===== config.mk =====
export PLATFORM = sky130hd
export DESIGN_NAME = rc_four_motor_skid_steer_mixer
export DESIGN_NICKNAME = d
export VERILOG_FILES = /design/src/rcmix_pkg.sv /design/src/rcmix_front.sv /design/src/rcmix_queue.sv /design/src/rcmix_back.sv /design/src/rc_four_motor_skid_steer_mixer.sv
export SDC_FILE = /design/constraint.sdc
export NUM_CORES = 1
export LEC_CHECK = 0
export BUFFER_PORTS_ARGS = -buffer_cell sky130_fd_sc_hd__buf_2
export CAP_MARGIN = 20
export CORE_MARGIN = 2
export CORE_UTILIZATION = 50
export CTS_CLUSTER_SIZE = 10
export DETAILED_ROUTE_END_ITERATION = 8
export GPL_ROUTABILITY_DRIVEN = 0
export HOLD_SLACK_MARGIN = 0.02
export PLACE_DENSITY = 0.76
export SLEW_MARGIN = 5
export SYNTH_ARGS = -nofsm -noshare
export SYNTH_HDL_FRONTEND = slang
export SYNTH_HIERARCHICAL = 1
export SYNTH_SLANG_ARGS = --single-unit

===== constraint.sdc =====
create_clock -name i_clk -period 10.2 [get_ports i_clk]
set_clock_uncertainty 0.1 [all_clocks]
set_input_delay 1.02 -clock i_clk [delete_from_list [all_inputs] [get_ports i_clk]]
set_output_delay 1.02 -clock i_clk [all_outputs]
set_load 0.03 [all_outputs]

===== src/rcmix_pkg.sv =====
// ----------------------------------------------------------------------------
// rcmix_pkg
// Shared types, constants and helpers for the four-motor skid-steer mixer.
// ----------------------------------------------------------------------------
package rcmix_pkg;

    // Channel thresholds in microseconds.
    localparam logic [15:0] CH_CENTER     = 16'd1500;
    localparam logic [15:0] CH_LOW        = 16'd1000;
    localparam logic [15:0] CH_HIGH       = 16'd2000;
    localparam logic [15:0] CH_REVERSE    = 16'd1025;
    localparam logic [15:0] CH_POWER_LOW  = 16'd1250;
    localparam logic [15:0] CH_POWER_HIGH = 16'd1750;

    // Throttle dead band and the reciprocal of nine (2^16 / 9, rounded up).
    localparam logic [9:0]  THR_DEADBAND  = 10'd100;
    localparam logic [12:0] RECIP_NINE    = 13'd7282;

    // Clamped operand levels never exceed this full-scale value.
    localparam logic [9:0]  LEVEL_MAX     = 10'd1000;

    // Power codes and selector schemes.
    localparam logic [5:0]  POWER_MID     = 6'h0C;
    localparam logic [5:0]  POWER_LOW     = 6'h3D;
    localparam logic [5:0]  POWER_HIGH    = 6'h3F;
    localparam logic [1:0]  SCHEME_MID    = 2'd0;
    localparam logic [1:0]  SCHEME_LOW    = 2'd1;
    localparam logic [1:0]  SCHEME_HIGH   = 2'd2;
    localparam logic [1:0]  SCHEME_NONE   = 2'd3;

    // Motor modes.
    localparam logic [1:0]  MODE_STOP     = 2'd0;
    localparam logic [1:0]  MODE_BRAKE    = 2'd1;
    localparam logic [1:0]  MODE_FORWARD  = 2'd2;
    localparam logic [1:0]  MODE_BACKWARD = 2'd3;

    // PWM write commands.
    localparam logic [1:0]  PWM_NONE      = 2'd0;
    localparam logic [1:0]  PWM_ZERO      = 2'd1;
    localparam logic [1:0]  PWM_FULL      = 2'd2;

    // Queue between the front and back parts.
    localparam int QUEUE_DEPTH = 2;
    localparam int QPTR_W      = $clog2(QUEUE_DEPTH);
    localparam int QCNT_W      = $clog2(QUEUE_DEPTH + 1);

    // Control and status fields of one result.
    typedef struct packed {
        logic       takeover;
        logic       force_run;
        logic       clear_fault;
        logic [5:0] power_code;
        logic       mode_write;
        logic [1:0] motor_mode;
        logic [1:0] pwm_write;
        logic       drive_valid;
    } t_ctl;

    // One classified frame handed from the front to the back.
    typedef struct packed {
        t_ctl       ctl;
        logic [9:0] thr;
        logic [9:0] spd;
        logic [9:0] dir;
        logic [9:0] dst;
    } t_entry;

    // Offset of a channel from 1500, clamped to -500..500 and shifted to 0..1000.
    function automatic logic [9:0] centred(input logic [15:0] ch);
        logic [15:0] diff;
        begin
            diff = ch - CH_LOW;
            if (ch < CH_LOW) begin
                centred = '0;
            end else if (ch > CH_HIGH) begin
                centred = LEVEL_MAX;
            end else begin
                centred = diff[9:0];
            end
        end
    endfunction

endpackage


===== src/rcmix_front.sv =====
// ----------------------------------------------------------------------------
// rcmix_front
// Takes one frame, updates the takeover, scheme, running and force-run state,
// and forms the control fields and clamped operands of the frame.
// ----------------------------------------------------------------------------
module rcmix_front (
    input  logic                  i_clk,
    input  logic                  i_rst_n,
    input  logic                  i_accept,
    input  logic [15:0]           i_ch_direction,
    input  logic [15:0]           i_ch_speed,
    input  logic [15:0]           i_ch_throttle,
    input  logic [15:0]           i_ch_distribution,
    input  logic [15:0]           i_ch_takeover,
    input  logic [15:0]           i_ch_power,
    output rcmix_pkg::t_entry     o_entry
);

    logic       r_taken,   n_taken;
    logic [1:0] r_scheme,  n_scheme;
    logic       r_running, n_running;
    logic       r_force,   n_force;
    logic [5:0] r_power,   n_power;

    // Frame classification and state update.
    always_comb begin
        logic        entering;
        logic        running0;
        logic        spd_rev;
        logic [1:0]  scheme;
        logic [1:0]  last;
        logic [9:0]  thrc;
        logic [9:0]  thr_off;
        logic [22:0] ninth_prod;
        logic [6:0]  ninth;
        logic        clear;
        logic        mw;
        logic [1:0]  mode;
        logic [1:0]  pwm;
        logic        go;
        logic [9:0]  thr;

        n_taken   = r_taken;
        n_scheme  = r_scheme;
        n_running = r_running;
        n_force   = r_force;
        n_power   = r_power;
        clear     = 1'b0;
        mw        = 1'b0;
        mode      = rcmix_pkg::MODE_STOP;
        pwm       = rcmix_pkg::PWM_NONE;
        go        = 1'b0;
        thr       = '0;
        entering  = 1'b0;
        running0  = r_running;
        last      = r_scheme;
        scheme    = rcmix_pkg::SCHEME_MID;
        spd_rev   = (i_ch_speed < rcmix_pkg::CH_REVERSE);
        thrc      = rcmix_pkg::centred(i_ch_throttle);
        thr_off   = thrc - rcmix_pkg::THR_DEADBAND;
        ninth_prod = 23'(thr_off) * 23'(rcmix_pkg::RECIP_NINE);
        ninth     = ninth_prod[22:16];

        if (i_ch_takeover < rcmix_pkg::CH_CENTER) begin
            // Release hands control back once.
            if (r_taken) begin
                n_taken   = 1'b0;
                n_running = 1'b0;
                clear     = 1'b1;
                mw        = 1'b1;
                mode      = rcmix_pkg::MODE_STOP;
                pwm       = rcmix_pkg::PWM_ZERO;
            end
        end else begin
            // Entry into takeover.
            entering = !r_taken;
            if (entering) begin
                n_taken  = 1'b1;
                last     = rcmix_pkg::SCHEME_NONE;
                running0 = 1'b0;
                n_force  = (i_ch_direction < rcmix_pkg::CH_REVERSE) && spd_rev;
                clear    = 1'b1;
                mw       = 1'b1;
                mode     = rcmix_pkg::MODE_BRAKE;
                pwm      = rcmix_pkg::PWM_FULL;
            end
            n_running = running0;

            // Power selector; the code changes only with the scheme.
            if (i_ch_power < rcmix_pkg::CH_POWER_LOW) begin
                scheme = rcmix_pkg::SCHEME_LOW;
            end else if (i_ch_power > rcmix_pkg::CH_POWER_HIGH) begin
                scheme = rcmix_pkg::SCHEME_HIGH;
            end
            n_scheme = scheme;
            if (scheme != last) begin
                case (scheme)
                    rcmix_pkg::SCHEME_LOW:  n_power = rcmix_pkg::POWER_LOW;
                    rcmix_pkg::SCHEME_HIGH: n_power = rcmix_pkg::POWER_HIGH;
                    default:                n_power = rcmix_pkg::POWER_MID;
                endcase
            end

            // Throttle: idle, stop, start or run.
            if (thrc < rcmix_pkg::THR_DEADBAND) begin
                if (running0) begin
                    n_running = 1'b0;
                    mw        = 1'b1;
                    mode      = rcmix_pkg::MODE_BRAKE;
                    go        = 1'b1;
                end
            end else begin
                if (!running0) begin
                    n_running = 1'b1;
                    mw        = 1'b1;
                    mode      = spd_rev ? rcmix_pkg::MODE_BACKWARD : rcmix_pkg::MODE_FORWARD;
                end
                go  = 1'b1;
                thr = {ninth, 3'b000} + {2'b00, ninth, 1'b0};
            end
        end

        o_entry.ctl.takeover    = n_taken;
        o_entry.ctl.force_run   = n_force;
        o_entry.ctl.clear_fault = clear;
        o_entry.ctl.power_code  = n_power;
        o_entry.ctl.mode_write  = mw;
        o_entry.ctl.motor_mode  = mw ? mode : rcmix_pkg::MODE_STOP;
        o_entry.ctl.pwm_write   = pwm;
        o_entry.ctl.drive_valid = go;
        o_entry.thr             = thr;
        o_entry.spd             = rcmix_pkg::centred(i_ch_speed);
        o_entry.dir             = rcmix_pkg::centred(i_ch_direction);
        o_entry.dst             = rcmix_pkg::centred(i_ch_distribution);
    end

    // Frame state, updated on every accepted item.
    always_ff @(posedge i_clk) begin
        if (!i_rst_n) begin
            r_taken   <= 1'b0;
            r_scheme  <= rcmix_pkg::SCHEME_NONE;
            r_running <= 1'b0;
            r_force   <= 1'b0;
            r_power   <= '0;
        end else if (i_accept) begin
            r_taken   <= n_taken;
            r_scheme  <= n_scheme;
            r_running <= n_running;
            r_force   <= n_force;
            r_power   <= n_power;
        end
    end

endmodule


===== src/rcmix_queue.sv =====
// ----------------------------------------------------------------------------
// rcmix_queue
// Short queue of classified frames between the front and the back.
// ----------------------------------------------------------------------------
module rcmix_queue (
    input  logic              i_clk,
    input  logic              i_rst_n,
    input  logic              i_push,
    input  rcmix_pkg::t_entry i_data,
    input  logic              i_pop,
    output logic              o_full,
    output logic              o_empty,
    output rcmix_pkg::t_entry o_data
);

    rcmix_pkg::t_entry                r_mem [rcmix_pkg::QUEUE_DEPTH];
    logic [rcmix_pkg::QPTR_W-1:0]     r_wr_ptr;
    logic [rcmix_pkg::QPTR_W-1:0]     r_rd_ptr;
    logic [rcmix_pkg::QCNT_W-1:0]     r_count;
    logic                             wr_en;
    logic                             rd_en;

    assign o_full  = (r_count == rcmix_pkg::QCNT_W'(rcmix_pkg::QUEUE_DEPTH));
    assign o_empty = (r_count == '0);
    assign wr_en   = i_push && !o_full;
    assign rd_en   = i_pop && !o_empty;
    assign o_data  = r_mem[r_rd_ptr];

    // Storage.
    always_ff @(posedge i_clk) begin
        if (wr_en) begin
            r_mem[r_wr_ptr] <= i_data;
        end
    end

    // Pointers and fill count.
    always_ff @(posedge i_clk) begin
        if (!i_rst_n) begin
            r_wr_ptr <= '0;
            r_rd_ptr <= '0;
            r_count  <= '0;
        end else begin
            if (wr_en) begin
                r_wr_ptr <= (r_wr_ptr == rcmix_pkg::QPTR_W'(rcmix_pkg::QUEUE_DEPTH - 1))
                            ? '0 : r_wr_ptr + 1'b1;
            end
            if (rd_en) begin
                r_rd_ptr <= (r_rd_ptr == rcmix_pkg::QPTR_W'(rcmix_pkg::QUEUE_DEPTH - 1))
                            ? '0 : r_rd_ptr + 1'b1;
            end
            if (wr_en && !rd_en) begin
                r_count <= r_count + 1'b1;
            end else if (rd_en && !wr_en) begin
                r_count <= r_count - 1'b1;
            end
        end
    end

endmodule


===== src/rcmix_back.sv =====
// ----------------------------------------------------------------------------
// rcmix_back
// Mixes throttle, speed, steering and distribution into four drive levels
// with one shared multiplier and a reciprocal divide by 2000, then holds the
// finished item in the output register.
// ----------------------------------------------------------------------------
module rcmix_back (
    input  logic              i_clk,
    input  logic              i_rst_n,
    input  logic              i_q_empty,
    input  rcmix_pkg::t_entry i_q_data,
    output logic              o_q_pop,
    input  logic              i_pop,
    output logic              o_empty,
    output rcmix_pkg::t_ctl   o_ctl,
    output logic [11:0]       o_left_a,
    output logic [11:0]       o_left_b,
    output logic [11:0]       o_right_a,
    output logic [11:0]       o_right_b
);

    // Reciprocal of 2000 scaled by 2^34, rounded up; exact for products below 2^23.
    localparam logic [23:0] RECIP_2000 = 24'd8589935;
    localparam int          RECIP_SH   = 34;
    localparam logic [12:0] DRIVE_GAIN = 13'd8190;

    // Steps of the mixing sequence.
    localparam logic [3:0] STEP_SPEED   = 4'd0;
    localparam logic [3:0] STEP_LEFT    = 4'd1;
    localparam logic [3:0] STEP_RIGHT   = 4'd2;
    localparam logic [3:0] STEP_LA_MIX  = 4'd3;
    localparam logic [3:0] STEP_LA_OUT  = 4'd4;
    localparam logic [3:0] STEP_LB_MIX  = 4'd5;
    localparam logic [3:0] STEP_LB_OUT  = 4'd6;
    localparam logic [3:0] STEP_RA_MIX  = 4'd7;
    localparam logic [3:0] STEP_RA_OUT  = 4'd8;
    localparam logic [3:0] STEP_RB_MIX  = 4'd9;
    localparam logic [3:0] STEP_RB_OUT  = 4'd10;

    // Phases of one step.
    localparam logic [1:0] PH_MUL   = 2'd0;
    localparam logic [1:0] PH_RECIP = 2'd1;
    localparam logic [1:0] PH_STORE = 2'd2;

    typedef enum logic [1:0] {
        ST_IDLE,
        ST_RUN,
        ST_FINISH
    } t_state;

    t_state            r_state;
    logic [3:0]        r_step;
    logic [1:0]        r_phase;
    logic              r_out_valid;
    rcmix_pkg::t_ctl   r_ctl;
    rcmix_pkg::t_ctl   r_out_ctl;
    logic [9:0]        r_thr, r_spd, r_dir, r_dst;
    logic [9:0]        r_left, r_right, r_tmp;
    logic [11:0]       r_la, r_lb, r_ra, r_rb;
    logic [11:0]       r_out_la, r_out_lb, r_out_ra, r_out_rb;
    logic [22:0]       r_prod;
    logic [46:0]       r_wide;

    logic [9:0]        op_a;
    logic [12:0]       op_b;
    logic [11:0]       quot;
    logic [9:0]        quot_cap;
    logic              load_out;
    logic              last_step;

    assign o_q_pop   = (r_state == ST_IDLE) && !i_q_empty;
    assign load_out  = (r_state == ST_FINISH) && (!r_out_valid || i_pop);
    assign last_step = (r_step == STEP_RB_OUT);
    assign quot      = r_wide[RECIP_SH+11:RECIP_SH];
    assign quot_cap  = (quot > 12'(rcmix_pkg::LEVEL_MAX)) ? rcmix_pkg::LEVEL_MAX : quot[9:0];

    // Operand selection for the shared multiplier.
    always_comb begin
        op_a = '0;
        op_b = '0;
        case (r_step)
            STEP_SPEED: begin
                op_a = r_thr;
                op_b = 13'd1500 + 13'(r_spd);
            end
            STEP_LEFT: begin
                op_a = r_thr;
                op_b = {1'b0, r_dir, 2'b00};
            end
            STEP_RIGHT: begin
                op_a = r_thr;
                op_b = {1'b0, rcmix_pkg::LEVEL_MAX - r_dir, 2'b00};
            end
            STEP_LA_MIX: begin
                op_a = r_left;
                op_b = 13'd2500 - 13'(r_dst);
            end
            STEP_LB_MIX: begin
                op_a = r_left;
                op_b = 13'd1500 + 13'(r_dst);
            end
            STEP_RA_MIX: begin
                op_a = r_right;
                op_b = 13'd1500 + 13'(r_dst);
            end
            STEP_RB_MIX: begin
                op_a = r_right;
                op_b = 13'd2500 - 13'(r_dst);
            end
            STEP_LA_OUT, STEP_LB_OUT, STEP_RA_OUT, STEP_RB_OUT: begin
                op_a = r_tmp;
                op_b = DRIVE_GAIN;
            end
            default: begin
                op_a = '0;
                op_b = '0;
            end
        endcase
    end

    // Sequencer and output register control.
    always_ff @(posedge i_clk) begin
        if (!i_rst_n) begin
            r_state     <= ST_IDLE;
            r_step      <= STEP_SPEED;
            r_phase     <= PH_MUL;
            r_out_valid <= 1'b0;
        end else begin
            // The output register fills with a finished item and empties on a pop.
            if (load_out) begin
                r_out_valid <= 1'b1;
            end else if (i_pop && r_out_valid) begin
                r_out_valid <= 1'b0;
            end
            case (r_state)
                ST_IDLE: begin
                    if (o_q_pop) begin
                        r_step  <= STEP_SPEED;
                        r_phase <= PH_MUL;
                        r_state <= i_q_data.ctl.drive_valid ? ST_RUN : ST_FINISH;
                    end
                end
                ST_RUN: begin
                    case (r_phase)
                        PH_MUL:   r_phase <= PH_RECIP;
                        PH_RECIP: r_phase <= PH_STORE;
                        default: begin
                            r_phase <= PH_MUL;
                            if (last_step) begin
                                r_state <= ST_FINISH;
                            end else begin
                                r_step <= r_step + 1'b1;
                            end
                        end
                    endcase
                end
                ST_FINISH: begin
                    if (load_out) begin
                        r_state <= ST_IDLE;
                    end
                end
                default: begin
                    r_state <= ST_IDLE;
                end
            endcase
        end
    end

    // Datapath: multiply, reciprocal multiply, then store to the step's target.
    always_ff @(posedge i_clk) begin
        if (o_q_pop) begin
            r_ctl <= i_q_data.ctl;
            r_thr <= i_q_data.thr;
            r_spd <= i_q_data.spd;
            r_dir <= i_q_data.dir;
            r_dst <= i_q_data.dst;
            r_la  <= '0;
            r_lb  <= '0;
            r_ra  <= '0;
            r_rb  <= '0;
        end
        if (r_state == ST_RUN) begin
            case (r_phase)
                PH_MUL:   r_prod <= 23'(op_a) * 23'(op_b);
                PH_RECIP: r_wide <= 47'(r_prod) * 47'(RECIP_2000);
                default: begin
                    case (r_step)
                        STEP_SPEED:  r_thr   <= quot_cap;
                        STEP_LEFT:   r_left  <= quot_cap;
                        STEP_RIGHT:  r_right <= quot_cap;
                        STEP_LA_OUT: r_la    <= quot;
                        STEP_LB_OUT: r_lb    <= quot;
                        STEP_RA_OUT: r_ra    <= quot;
                        STEP_RB_OUT: r_rb    <= quot;
                        default:     r_tmp   <= quot_cap;
                    endcase
                end
            endcase
        end
        if (load_out) begin
            r_out_ctl <= r_ctl;
            r_out_la  <= r_la;
            r_out_lb  <= r_lb;
            r_out_ra  <= r_ra;
            r_out_rb  <= r_rb;
        end
    end

    assign o_empty   = !r_out_valid;
    assign o_ctl     = r_out_ctl;
    assign o_left_a  = r_out_la;
    assign o_left_b  = r_out_lb;
    assign o_right_a = r_out_ra;
    assign o_right_b = r_out_rb;

endmodule


===== src/rc_four_motor_skid_steer_mixer.sv =====
// ----------------------------------------------------------------------------
// rc_four_motor_skid_steer_mixer
// Turns one frame of six RC channels into takeover control and four drive levels.
// ----------------------------------------------------------------------------
// Usage:
// The input side is a queue: drive the six channel pulse widths and raise push
// while full is low; each such edge takes one frame. The result side is a
// queue too: while empty is low the result of the oldest frame is on the o_
// ports, and an edge with pop high takes it. Every frame gives one result.
// The front classifies a frame in its accept cycle and writes it to a
// two-entry queue. The back mixes it with one shared multiplier over eleven
// steps, each a multiply, a reciprocal multiply and a store. It takes
// the next frame from the queue only once the last one has gone to the
// output register, and a frame without drive levels skips the steps.
// While the receiver stalls, the finished result waits in the output
// register and the front keeps taking frames until the queue fills, then
// full holds the sender.
// Reset (i_rst_n low at a clock edge) empties both queues, releases takeover,
// clears the running and force-run flags, the power code and the scheme.
// ----------------------------------------------------------------------------
module rc_four_motor_skid_steer_mixer (
    input  logic        i_clk,
    input  logic        i_rst_n,
    input  logic        push,
    output logic        full,
    input  logic [15:0] i_ch_direction,
    input  logic [15:0] i_ch_speed,
    input  logic [15:0] i_ch_throttle,
    input  logic [15:0] i_ch_distribution,
    input  logic [15:0] i_ch_takeover,
    input  logic [15:0] i_ch_power,
    output logic        empty,
    input  logic        pop,
    output logic        o_takeover,
    output logic        o_force_run,
    output logic        o_clear_fault,
    output logic [5:0]  o_power_code,
    output logic        o_mode_write,
    output logic [1:0]  o_motor_mode,
    output logic [1:0]  o_pwm_write,
    output logic        o_drive_valid,
    output logic [11:0] o_drive_left_a,
    output logic [11:0] o_drive_left_b,
    output logic [11:0] o_drive_right_a,
    output logic [11:0] o_drive_right_b
);

    rcmix_pkg::t_entry front_entry;
    rcmix_pkg::t_entry q_data;
    rcmix_pkg::t_ctl   out_ctl;
    logic              accept;
    logic              q_empty;
    logic              q_pop;

    assign accept = push && !full;

    // Front: classify each accepted item and update the takeover state.
    rcmix_front u_front (
        .i_clk             (i_clk),
        .i_rst_n           (i_rst_n),
        .i_accept          (accept),
        .i_ch_direction    (i_ch_direction),
        .i_ch_speed        (i_ch_speed),
        .i_ch_throttle     (i_ch_throttle),
        .i_ch_distribution (i_ch_distribution),
        .i_ch_takeover     (i_ch_takeover),
        .i_ch_power        (i_ch_power),
        .o_entry           (front_entry)
    );

    // Queue between front and back.
    rcmix_queue u_queue (
        .i_clk   (i_clk),
        .i_rst_n (i_rst_n),
        .i_push  (accept),
        .i_data  (front_entry),
        .i_pop   (q_pop),
        .o_full  (full),
        .o_empty (q_empty),
        .o_data  (q_data)
    );

    // Back: mix the drive levels and hold the result.
    rcmix_back u_back (
        .i_clk     (i_clk),
        .i_rst_n   (i_rst_n),
        .i_q_empty (q_empty),
        .i_q_data  (q_data),
        .o_q_pop   (q_pop),
        .i_pop     (pop),
        .o_empty   (empty),
        .o_ctl     (out_ctl),
        .o_left_a  (o_drive_left_a),
        .o_left_b  (o_drive_left_b),
        .o_right_a (o_drive_right_a),
        .o_right_b (o_drive_right_b)
    );

    assign o_takeover    = out_ctl.takeover;
    assign o_force_run   = out_ctl.force_run;
    assign o_clear_fault = out_ctl.clear_fault;
    assign o_power_code  = out_ctl.power_code;
    assign o_mode_write  = out_ctl.mode_write;
    assign o_motor_mode  = out_ctl.motor_mode;
    assign o_pwm_write   = out_ctl.pwm_write;
    assign o_drive_valid = out_ctl.drive_valid;

endmodule

---- Word level (Yosys, flattened, before mapping) ----
Memory sizes are Yosys's and may differ from the RTL's. A register that Yosys moved wholly into a read port is not among the register bits.
Index checks and enable logic that the tools add are counted.
W data, S select, Z words.
word-level totals
  word-level logic and storage cells ...... 237
  output and inout port bits .............. 65
  memories ................................ 1
  RAM bits ................................ 110
  bits in registers ....................... 289
  input port bits ......................... 100
cells by class
  equality and inequality tests ........... 23
  add/sub/neg operators ................... 15
  mux-type cells .......................... 92
  multiply operators ...................... 3
  reductions and logical operators ........ 40
  magnitude comparators ................... 15
  bitwise gates (word level) .............. 3
memory list
  name           depth  width  rd ports  clocked after Yosys merged registers in  write ports  line               text
  u_queue.r_mem  2      55     1         1                                        1            rcmix_queue.sv:16  rcmix_pkg::t_entry r_mem [rcmix_pkg::QUEUE_DEPTH];
operators by type and width
  cell                      count
  $mux W12                  16
  $mux W10                  15
  $gt A16 B11 Y1 const B    5
  $pmux W13 S6              1
  $lt A16 B10 Y1 const B    4
  $lt A16 B11 Y1 const B    4
  $mul A23 B24 Y46 const B  1
  $pmux W10 S4              1
  $sub A10 B10 Y10 const B  4
  $mux W2                   19
  $mux W1                   30
  $add A11 B10 Y12 const A  2
  $mul A10 B13 Y23          1
  $mul A10 B12 Y22 const B  1
  $eq A4 B3 Y1 const B      4
  $sub A12 B10 Y13 const A  1
  $eq A4 B4 Y1 const B      3
  $gt A12 B10 Y1 const B    1
  $mux W4                   3
  $mux W6                   2
  $pmux W6 S2               1
  $add A10 B8 Y10           1
  $lt A10 B7 Y1 const B     1
  $reduce_and A2 Y1         5
  other kinds (29)          65

---- Logic depth before layout (Yosys ltp) ----
Gate-level depths: netlist of the first run.
  depth after elaboration ................. 8
  gate-level depth with buffers ........... 39
  depth with buffers taken out ............ 38

---- Modules after synthesis ----
The synthesis of the first run kept the hierarchy.
modules (own cells, without submodules)
  module                          seq. area each (um^2)  area each (um^2)  instances  cells an instance
  rcmix_back                      6,536.3                21,665.8          1          2,041
  rcmix_queue                     3,403.3                4,217.8           1          196
  rcmix_front                     220.2                  4,204.0           1          527
  rc_four_motor_skid_steer_mixer  0.0                    13.8              1          1

---- Worst setup path before layout of the first run ----
Ideal clock, no wire load.
  kind .................................... input-to-reg
  from .................................... in i_ch_throttle[3]
  to ...................................... mem u_queue/r_mem[0][39] (netlist bit), data pin
  required time ........................... 9,840 ps
  stages on the path ...................... 34
  setup time .............................. 260 ps
  buffers on the path ..................... 1
  arrival time ............................ 8,100 ps
  slack ................................... 1,740 ps
  path through ............................ buf_2 inv_1 ha_1 nor4b_2 nand3b_1 a211oi_1 nand2_1 ha_1 mux2i_1 nand3_1 a21oi_1 fa_1 ha_1 fa_1 fa_1 inv_1 fa_1 inv_1 ha_1 a211oi_1 nand3_1 or3_1 o21ai_2 nand2b_1 xor2_2 inv_1 fa_1 nor2b_1 o21ai_0 nand2b_1 a21oi_1 a21oi_1 xnor2_1 nor2_1
RTL lines
  item                line                                  text
  start: declaration  rc_four_motor_skid_steer_mixer.sv:28  input logic [15:0] i_ch_throttle,
  end: declaration    rcmix_queue.sv:16

==> results.json, run 1 <==
{
  "outcome": "complete, no violations",
  "drt-total-wl_mm": 66.7,
  "final_antenna_net_count": 0,
  "clk_latency_ps": 590,
  "r2r_start": "u_back/r_step[1]",
  "numCtsBuffers": 44,
  "min_period_over_period_pct": 83.5,
  "synthCells": 2765,
  "die_area_mm2": 0.0622,
  "antenna_found_initial": 0,
  "initial_core_util_pct": 50.8,
  "grt_pass1_vias": 21900,
  "rrSetupSlack_ps": 1700,
  "io_buffer_count": 162,
  "fp-row-count": 89,
  "hpwl_mm": 52.4,
  "ff2ff_path_depth": 27,
  "io_pins": 165,
  "drc": 0,
  "clockRootBuffer": "clkbuf_16",
  "path_class": "in2reg",
  "clock_sink_count": 366,
  "path_clk_slew_ps": 60,
  "report.final.setup_viol": 0,
  "fp.dieH_um": 249,
  "avgSynthCellArea_um2": 10.9,
  "hold_buffers": 0,
  "slowest_delay_ps": 530,
  "critical_path_depth": 35,
  "placed_area_mm2": 0.0318,
  "worst-slew-pin-transition_ps": 1110,
  "finalHoldViolCount": 0,
  "crit_path_end_kind": "flip-flop",
  "cp_num_buf_inv": 6,
  "fillers": 4840,
  "drive_gt1_share_pct": 13.0,
  "max_cap_violations": 0,
  "crit_arrival_ps": 8720,
  "cp-startpoint": "i_ch_throttle[3]",
  "grt_usage_pct": 21.4,
  "clockBufferDepth": 3,
  "ys_async_sr_fraction_pct": 0,
  "fmax_mhz": 117,
  "drt-pass1-iter-count": 6,
  "via_per_inst": 5.60,
  "worstPathRequired_ps": 10410,
  "path_max_fanout": 8,
  "die_x_um": 249,
  "htreeDepth": 2,
  "synth_cell_type_count": 102,
  "fin_tns_setup_ps": 0,
  "worst_path_max_delay_cell": "fa_1",
  "nets": 3695,
  "diodes": 0,
  "syn_to_final_growth_pct": 10.1,
  "synthesis.nets": 3517,
  "start_kind": "input port",
  "num_vias": 21000,
  "ctsResizeCount": 0,
  "post-cts-setup-buffer-count": 0,
  "synth_ff_type": "edfxtp_1",
  "grt_max_degree": 61,
  "drt_first_iter_violations": 1420,
  "ys_warn_count": 6,
  "syn_area_mm2": 0.0301,
  "hold_class": "reg2reg",
  "rsz0062_at_grt": "no",
  "synth_seq_cells": 366,
  "grt_pass1_wl_mm": 109,
  "fin_crit_ps": 8520,
  "final_area_mm2": 0.0331,
  "crit_family": "adder cells",
  "cts_tree": "built",
  "drv_slew": 0,
  "endpoint": "u_queue/r_mem[1][39]",
  "yosysSeqAreaShare_pct": 33.8,
  "routedWlPerCell_um": 17.8,
  "overflow": 0,
  "coreArea_mm2": 0.0592,
  "synth-edff-count": 283,
  "timing.rr.end": "u_back/r_prod[22]",
  "max_slew_margin_pct": 26.0
}
==> sequential cells by signal, indices dropped and copies added, names as in the netlist, 6 cells and up, named ones only <==
name and count:
u_back/r_wide 12, u_queue/r_mem 110, u_back/r_dir 10, u_front/r_power 6
u_back/o_left_b 12, u_back/o_left_a 12, u_back/r_la 12, u_back/r_ra 12
u_back/o_right_b 12, u_back/r_rb 12, u_back/r_dst 10, u_back/r_right 10
u_back/o_right_a 12, u_back/r_spd 10, u_back/r_tmp 10, u_back/r_left 10
u_back/r_lb 12, u_back/r_thr 10, u_back/r_ctl 15, u_back/o_ctl 15
u_back/r_prod 23
==> layout by cell type, fill, tap and decap left out, types with 20 or more instances in the layout <==
cell type / synthesis / routed
a21o_1: 38 / 38
a21oi_1: 106 / 106
and2_1: 20 / 20
buf_2: 18 / 162
buf_4: 8 / 27
clkbuf_1: 25 / 28
clkbuf_16: 0 / 44
dfxtp_1: 83 / 82
edfxtp_1: 283 / 283
fa_1: 266 / 266
ha_1: 386 / 386
inv_1: 416 / 415
mux2_2: 55 / 55
mux2i_1: 24 / 24
nand2_1: 208 / 208
nand2b_1: 25 / 25
nand3_1: 34 / 34
nor2_1: 167 / 167
nor2b_1: 21 / 20
nor3_1: 28 / 24
o21ai_0: 117 / 117
or2_2: 29 / 29
xnor2_1: 48 / 48
xor2_1: 37 / 37
==> worst reg2reg max path, cell delays in order (launching register included) <==
cell and delay, ps:
dfxtp_1 400, inv_1 90, ha_1 240, or2_1 280, nand2_1 410, mux2i_1 300
ha_1 240, inv_1 70, a211oi_1 310, or2_4 220, xor2_2 80, a221oi_4 570
nor2_1 140, fa_1 540, inv_1 50, fa_1 460, fa_1 520, fa_1 540
inv_1 50, fa_1 470, ha_1 370, a21o_1 180, a211oi_1 240, o21ai_0 140
a21oi_1 260, nor3_1 140, o41ai_1 670, mux2i_1 150
==> cell type report <==
| cell class | instances | area (um2) | share of cell area, % |
|---|---|---|---|
| Tap cell | 773 | 967 | 2.92 |
| Multi-Input combinational cell | 1923 | 18100 | 54.5 |
| Inverter | 418 | 1580 | 4.78 |
| Sequential cell | 366 | 10200 | 30.7 |
| Timing Repair Buffer | 190 | 1020 | 3.07 |
| Clock inverter | 8 | 124 | 0.374 |
| Clock buffer | 73 | 1220 | 3.68 |
==> through the flow <==
stage | utilization [%] | hold slack [ps] | instances | setup slack (ps)
4_1_cts | 55.9 | 299 | 3748 | 1700
5_1_grt | 55.9 | 306 | 3751 | 1090
2_1_floorplan | - | 300 | 2765 | 1740
3_5_place_dp | 53.6 | 305 | 3667 | 1120
3_3_place_gp | 53.6 | 302 | 3667 | 1360
6_report | 55.9 | 301 | 3751 | 1680
==> logic make-up after synthesis <==
group	Yosys count	share of synthesized area, %
muxes	81	2.94
other	1	0.0125
and+or+nand+nor	654	10.7
xor gates and xnor gates	88	2.64
buffers and inverters	476	6.33
adders and majority gates	652	33.7
DFF	366	33.8
AOI/OAI and AO/OA	447	9.87
==> metal layers <==
metal	wire length, um	track usage (%)
met5	0	0
met4	2070	7.35
met3	3470	3.08
met2	33700	38.5
met1	27500	26.3
==> worst min-delay path by stage <==
stage	startpoint	end	slack, ps	cells after the start
CTS	u_back/r_ctl[3]	u_back/o_ctl[3]	300	0
global route	u_back/r_ctl[3]	u_back/o_ctl[3]	310	0
floorplan	u_back/r_ctl[0]	u_back/o_ctl[0]	300	0
finish	u_back/r_ctl[3]	u_back/o_ctl[3]	300	0
global placement	u_back/r_ctl[2]	u_back/o_ctl[2]	300	0
detailed placement	u_back/r_ctl[9]	u_back/o_ctl[9]	300	0
==> cells in the mapped netlist (28+ instances only) <==
cell        n  area, um2
a21o_1     38        285
a21oi_1   106        531
dfxtp_1    83       1660
edfxtp_1  283       8500
fa_1      266       5330
ha_1      386       4830
inv_1     416       1560
mux2_2     55        619
nand2_1   208        781
nand3_1    34        170
nor2_1    167        627
nor3_1     28        140
o21ai_0   117        586
or2_2      29        181
xnor2_1    48        420
xor2_1     37        324
Power of run 1 is left out: the tool's default activity adds up to more than one toggle a clock period on the data nets, which glitch-free logic cannot reach.
==> inputs of run 2 (changes only) <==
ABC_AREA = 1   (was default)
clock period = 8.9 ns   (was 10.2 ns; I/O delays follow)
==> run 2 against run 1 <==
Against the previous run:
- via count is 11% higher
- die area is 4.5% higher
- wire length is 8.0% higher
- global-route usage is 0.96 points higher
==> results.json, run 2 <==
{
  "final_antenna_net_count": 0,
  "coreArea_mm2": 0.0619,
  "worst-slew-pin-transition_ps": 1070,
  "nets": 4280,
  "drive_gt1_share_pct": 10.5,
  "overflow": 0,
  "outcome": "complete, no violations",
  "synth_area_leaders": "edfxtp_1 27%, fa_1 17%, ha_1 15%",
  "yosysSeqAreaShare_pct": 32.3,
  "antenna_found_initial": 1,
  "layout_common_cells": "672 x inv_1, 545 x nand2_1, 386 x ha_1",
  "io_buffer_count": 162,
  "min_period_over_period_pct": 87.7,
  "synth_seq_cells": 366,
  "num_vias": 23300,
  "synthCells": 3349,
  "numCtsBuffers": 43,
  "hold_class": "reg2reg",
  "cp-startpoint": "i_ch_throttle[3]",
  "grt_max_degree": 63,
  "max_cap_violations": 0,
  "fp.dieH_um": 255,
  "crit_path_end_kind": "flip-flop",
  "drc": 0,
  "crit_arrival_ps": 8030,
  "finalHoldViolCount": 0,
  "clockBufferDepth": 3,
  "utilization_pct": 55.7,
  "path_class": "in2reg",
  "final.setup.worst_slack_ps": 1090,
  "drt-total-wl_mm": 72.1,
  "hold_start": "u_back/r_ctl[9]",
  "slowest_delay_ps": 430,
  "path_max_fanout": 11,
  "fillers": 5377,
  "top_register": "u_queue/r_mem",
  "worst_path_max_delay_cell": "fa_1",
  "syn_area_mm2": 0.0315,
  "hold_buffers": 0,
  "path_clk_slew_ps": 60,
  "avgSynthCellArea_um2": 9.40,
  "grt_usage_pct": 22.4,
  "worstPathRequired_ps": 9120,
  "ys_warn_count": 6,
  "r2r_start": "u_back/r_step[1]",
  "synth_ff_type": "edfxtp_1",
  "synth-edff-count": 283,
  "drt-pass1-iter-count": 6,
  "max_slew_margin_pct": 28.8,
  "synth_most_common_cell": "inv_1",
  "start_kind": "input port",
  "largest_reg_flops": 110,
  "ctsResizeCount": 0,
  "final_area_mm2": 0.0345,
  "routedWlPerCell_um": 16.4,
  "ys_async_sr_fraction_pct": 0,
  "grt_pass1_wl_mm": 116,
  "io_pins": 165,
  "syn_to_final_growth_pct": 9.51,
  "path_common_cell": "inv_1",
  "placed_area_mm2": 0.0332,
  "htreeDepth": 2,
  "die_x_um": 255,
  "hpwl_mm": 57.1,
  "final_common_cell": "inv_1",
  "top_regs": "u_queue/r_mem (110), u_back/r_prod (23)",
  "yosys.area.top_type_share_pct": 27.0,
  "fp-row-count": 91,
  "synth_cell_type_count": 68,
  "clock_sink_count": 366,
  "grt_pass1_vias": 23100,
  "synthesis.nets": 4101,
  "clk_latency_ps": 580,
  "post-cts-setup-buffer-count": 0,
  "initial_core_util_pct": 50.8,
  "fmax_mhz": 128,
  "report.final.setup_viol": 0,
  "via_per_inst": 5.29,
  "clockRootBuffer": "clkbuf_16",
  "fin_tns_setup_ps": 0,
  "yosysTopAreaCell": "edfxtp_1",
  "cts_tree": "built",
  "drv_slew": 0,
  "pre_cts_slack_ps": 520,
  "synthTopCellsByCount": "673 x inv_1, 545 x nand2_1, 386 x ha_1",
  "rsz0062_at_grt": "no",
  "die_area_mm2": 0.0650,
  "drt_first_iter_violations": 1701,
  "fin_crit_ps": 7810
}
-- run 2: changes by cell type in the layout (fill, tap and decap cells not counted), sizes merged, moves of 36 or more --
cell,delta
or2,-36
nor2,+114
a21oi,+38
nand2,+350
nand3,+137
inv,+278
-- run 2: worst paths after layout --
check                         endpoint  slack [ps]  cells after the start
setup / recovery  u_queue/r_mem[1][39]        1090                     40
hold / removal         u_back/o_ctl[9]         310                      0
setup reg to reg     u_back/r_prod[12]        1670                     23
hold reg to reg        u_back/o_ctl[9]         310                      0
-- run 2: cell type report --
cell class	instances	area, um2	area share (%)
Antenna cell	1	2.50	0.00726
Clock buffer	70	1210	3.51
Clock inverter	5	83.8	0.243
Inverter	696	2620	7.60
Multi-Input combinational cell	2250	18500	53.6
Sequential cell	366	10200	29.5
Tap cell	837	1050	3.04
Timing Repair Buffer	171	886	2.57
-- run 2: cells by family (layout without fill, tap and decap cells) --
kind of cell	Yosys count	after routing	share of synthesized area, %
compound gates	372	372	6.74
xor+xnor	48	48	1.34
fa+ha+maj	652	652	32.3
buf+inv	733	942	9.17
flops	366	366	32.3
mux	55	55	2.56
other cells	1	2	0.0119
simple gates	1122	1122	15.6
-- run 2: stage by stage --
stage,cells,hold WS (ps)
final,4396,311
after global routing,4396,329
after CTS,4394,312
after detailed placement,4319,305
after global placement,4319,302
after floorplan,3349,300
-- run 2: routing by layer --
layer | track usage [%] | wire length (um) | up-vias
met5 | 0 | 0 | -
met4 | 7.64 | 2260 | 0
met3 | 3.25 | 4490 | 144
met2 | 38.2 | 35000 | 756
met1 | 29.2 | 30400 | 11200
li1 | - | - | 11200
-- run 2: worst max-delay path, delay by kind of cell --
family,cells,cell delay [ps]
fa+ha+maj,10,3240
simple gates,15,1720
compound gates,5,1090
buf+inv,9,840
xor+xnor,1,230
Power of run 2 is left out for the same reason.
==> inputs of run 3 (changes only) <==
RECOVER_POWER = 25   (was default)
==> run 3 against run 2 <==
Against the previous run:
- the flow now finishes with violations (max-capacitance violations, max-slew violations)
- first-iteration DRC count increased by 5.9%
- clock-buffer cell count unchanged
- global-route usage unchanged
- die area unchanged
- sequential share of layout area increased by 0.13 points
- core utilization decreased by 0.27 points
- non-clock buffer count unchanged
- critical path depth unchanged
- wire length increased by 0.12%
- highest routed layer unchanged
- sequential cell count unchanged
- cell area decreased by 0.48%
- via count increased by 0.14%
==> results.json, run 3 (synthesis results as in run 2) <==
{
  "hpwl_mm": 57.1,
  "timing.rr.end": "u_back/r_prod[12]",
  "failed_checks": "max-capacitance violations, max-slew violations",
  "final_area_mm2": 0.0343,
  "layout_common_cells": "672 x inv_1, 545 x nand2_1, 386 x ha_1",
  "placed_area_mm2": 0.0332,
  "drt-total-wl_mm": 72.2,
  "worstHoldPathCells": 0,
  "cp_num_buf_inv": 9,
  "syn_to_final_growth_pct": 8.98,
  "clockBufferDepth": 3,
  "grt_pass1_wl_mm": 116,
  "coreArea_mm2": 0.0619,
  "ff2ff_path_depth": 23,
  "ctsResizeCount": 0,
  "final_antenna_net_count": 0,
  "outcome": "complete, but fails checks",
  "path_common_cell": "inv_1",
  "fmax_mhz": 128,
  "htreeDepth": 2,
  "finalHoldViolCount": 0,
  "top_regs": "u_queue/r_mem (110), u_back/r_prod (23)",
  "worst_path_max_delay_cell": "fa_1",
  "drt_first_iter_violations": 1802,
  "largest_reg_flops": 110,
  "drt-pass1-iter-count": 5,
  "layout.cells.non_filler": 4396,
  "max_cap_violations": 3,
  "grt_usage_pct": 22.4,
  "antenna_found_initial": 1,
  "overflow": 0,
  "cts_tree": "built",
  "slowest_delay_ps": 430,
  "die_x_um": 255,
  "rsz0062_at_grt": "no",
  "routedWlPerCell_um": 16.4,
  "die_area_mm2": 0.0650,
  "clk_latency_ps": 580,
  "fin_tns_setup_ps": 0,
  "drv_slew": 163,
  "fp.dieH_um": 255,
  "worstPathRequired_ps": 9120,
  "crit_arrival_ps": 8030,
  "crit_family": "adder cells",
  "start_kind": "input port",
  "report.final.setup_viol": 0,
  "rrSetupSlack_ps": 1690,
  "grt_max_degree": 63,
  "initial_core_util_pct": 50.8,
  "worst-slew-pin-transition_ps": 3060,
  "post-cts-setup-buffer-count": 0,
  "fp-row-count": 91,
  "via_per_inst": 5.30,
  "max_slew_margin_pct": -104,
  "io_pins": 165,
  "clock_sink_count": 366,
  "io_buffer_count": 162,
  "fin_crit_ps": 7810,
  "cp-startpoint": "i_ch_throttle[3]",
  "drc": 0,
  "clockRootBuffer": "clkbuf_16",
  "hold_start": "u_back/r_ctl[9]",
  "fillers": 5416,
  "endpoint": "u_queue/r_mem[1][39]",
  "whs_ps": 311,
  "min_period_over_period_pct": 87.7,
  "hold_buffers": 0,
  "path_class": "in2reg",
  "top_register": "u_queue/r_mem",
  "drive_gt1_share_pct": 9.30,
  "r2r_start": "u_back/r_step[1]",
  "num_vias": 23300,
  "path_clk_slew_ps": 60,
  "critical_path_depth": 40,
  "place_inst": 4319,
  "grt_pass1_vias": 23100,
  "hold_class": "reg2reg",
  "path_max_fanout": 11,
  "final_common_cell": "inv_1",
  "numCtsBuffers": 43,
  "crit_path_end_kind": "flip-flop",
  "nets": 4280
}
==> run 3: worst register-to-register path, stage by stage (launching register included) <==
cell and delay [ps]:
dfxtp_1 370, inv_1 100, ha_1 250, nand2_1 360, nand3_1 440, nand2_1 170
nand4_1 630, inv_1 390, nor2_1 140, fa_1 450, fa_1 500, inv_1 50
fa_1 470, inv_1 60, fa_1 530, inv_1 60, fa_1 530, inv_1 40
ha_1 390, nand2_1 120, o21ai_0 330, a21oi_1 120, o21ai_0 260, xor2_1 120
==> run 3: worst min path at each step <==
stage | slack [ps] | endpoint
5_1_grt | 330 | u_back/o_ctl[9]
2_1_floorplan | 300 | u_back/o_ctl[0]
6_report | 310 | u_back/o_ctl[9]
3_5_place_dp | 300 | u_back/o_ctl[9]
3_3_place_gp | 300 | u_back/o_ctl[8]
4_1_cts | 310 | u_back/o_ctl[9]
==> run 3: final cells by class <==
class                           count  area, um2  area share (%)
Antenna cell                        1       2.50         0.00729
Clock buffer                       70       1210            3.52
Clock inverter                      5       83.8           0.244
Inverter                          696       2620            7.64
Multi-Input combinational cell   2250      18300            53.4
Sequential cell                   366      10200            29.6
Tap cell                          837       1050            3.05
Timing Repair Buffer              171        875            2.55
==> run 3: per-layer routing <==
metal / up-vias / GRT usage (%) / part of all wire, %
met5: - / 0 / 0
met4: 0 / 7.64 / 3.2
met3: 144 / 3.25 / 6.5
met2: 782 / 38.2 / 49
met1: 11200 / 29.2 / 42
li1: 11200 / - / -
==> run 3: metrics by stage <==
stage	util (%)	worst slack, ps
6_report	55.4	1090
5_1_grt	55.4	537
4_1_cts	55.6	1070
3_5_place_dp	53.5	520
3_3_place_gp	53.5	706
2_1_floorplan	-	1400
Power of run 3 is left out for the same reason.
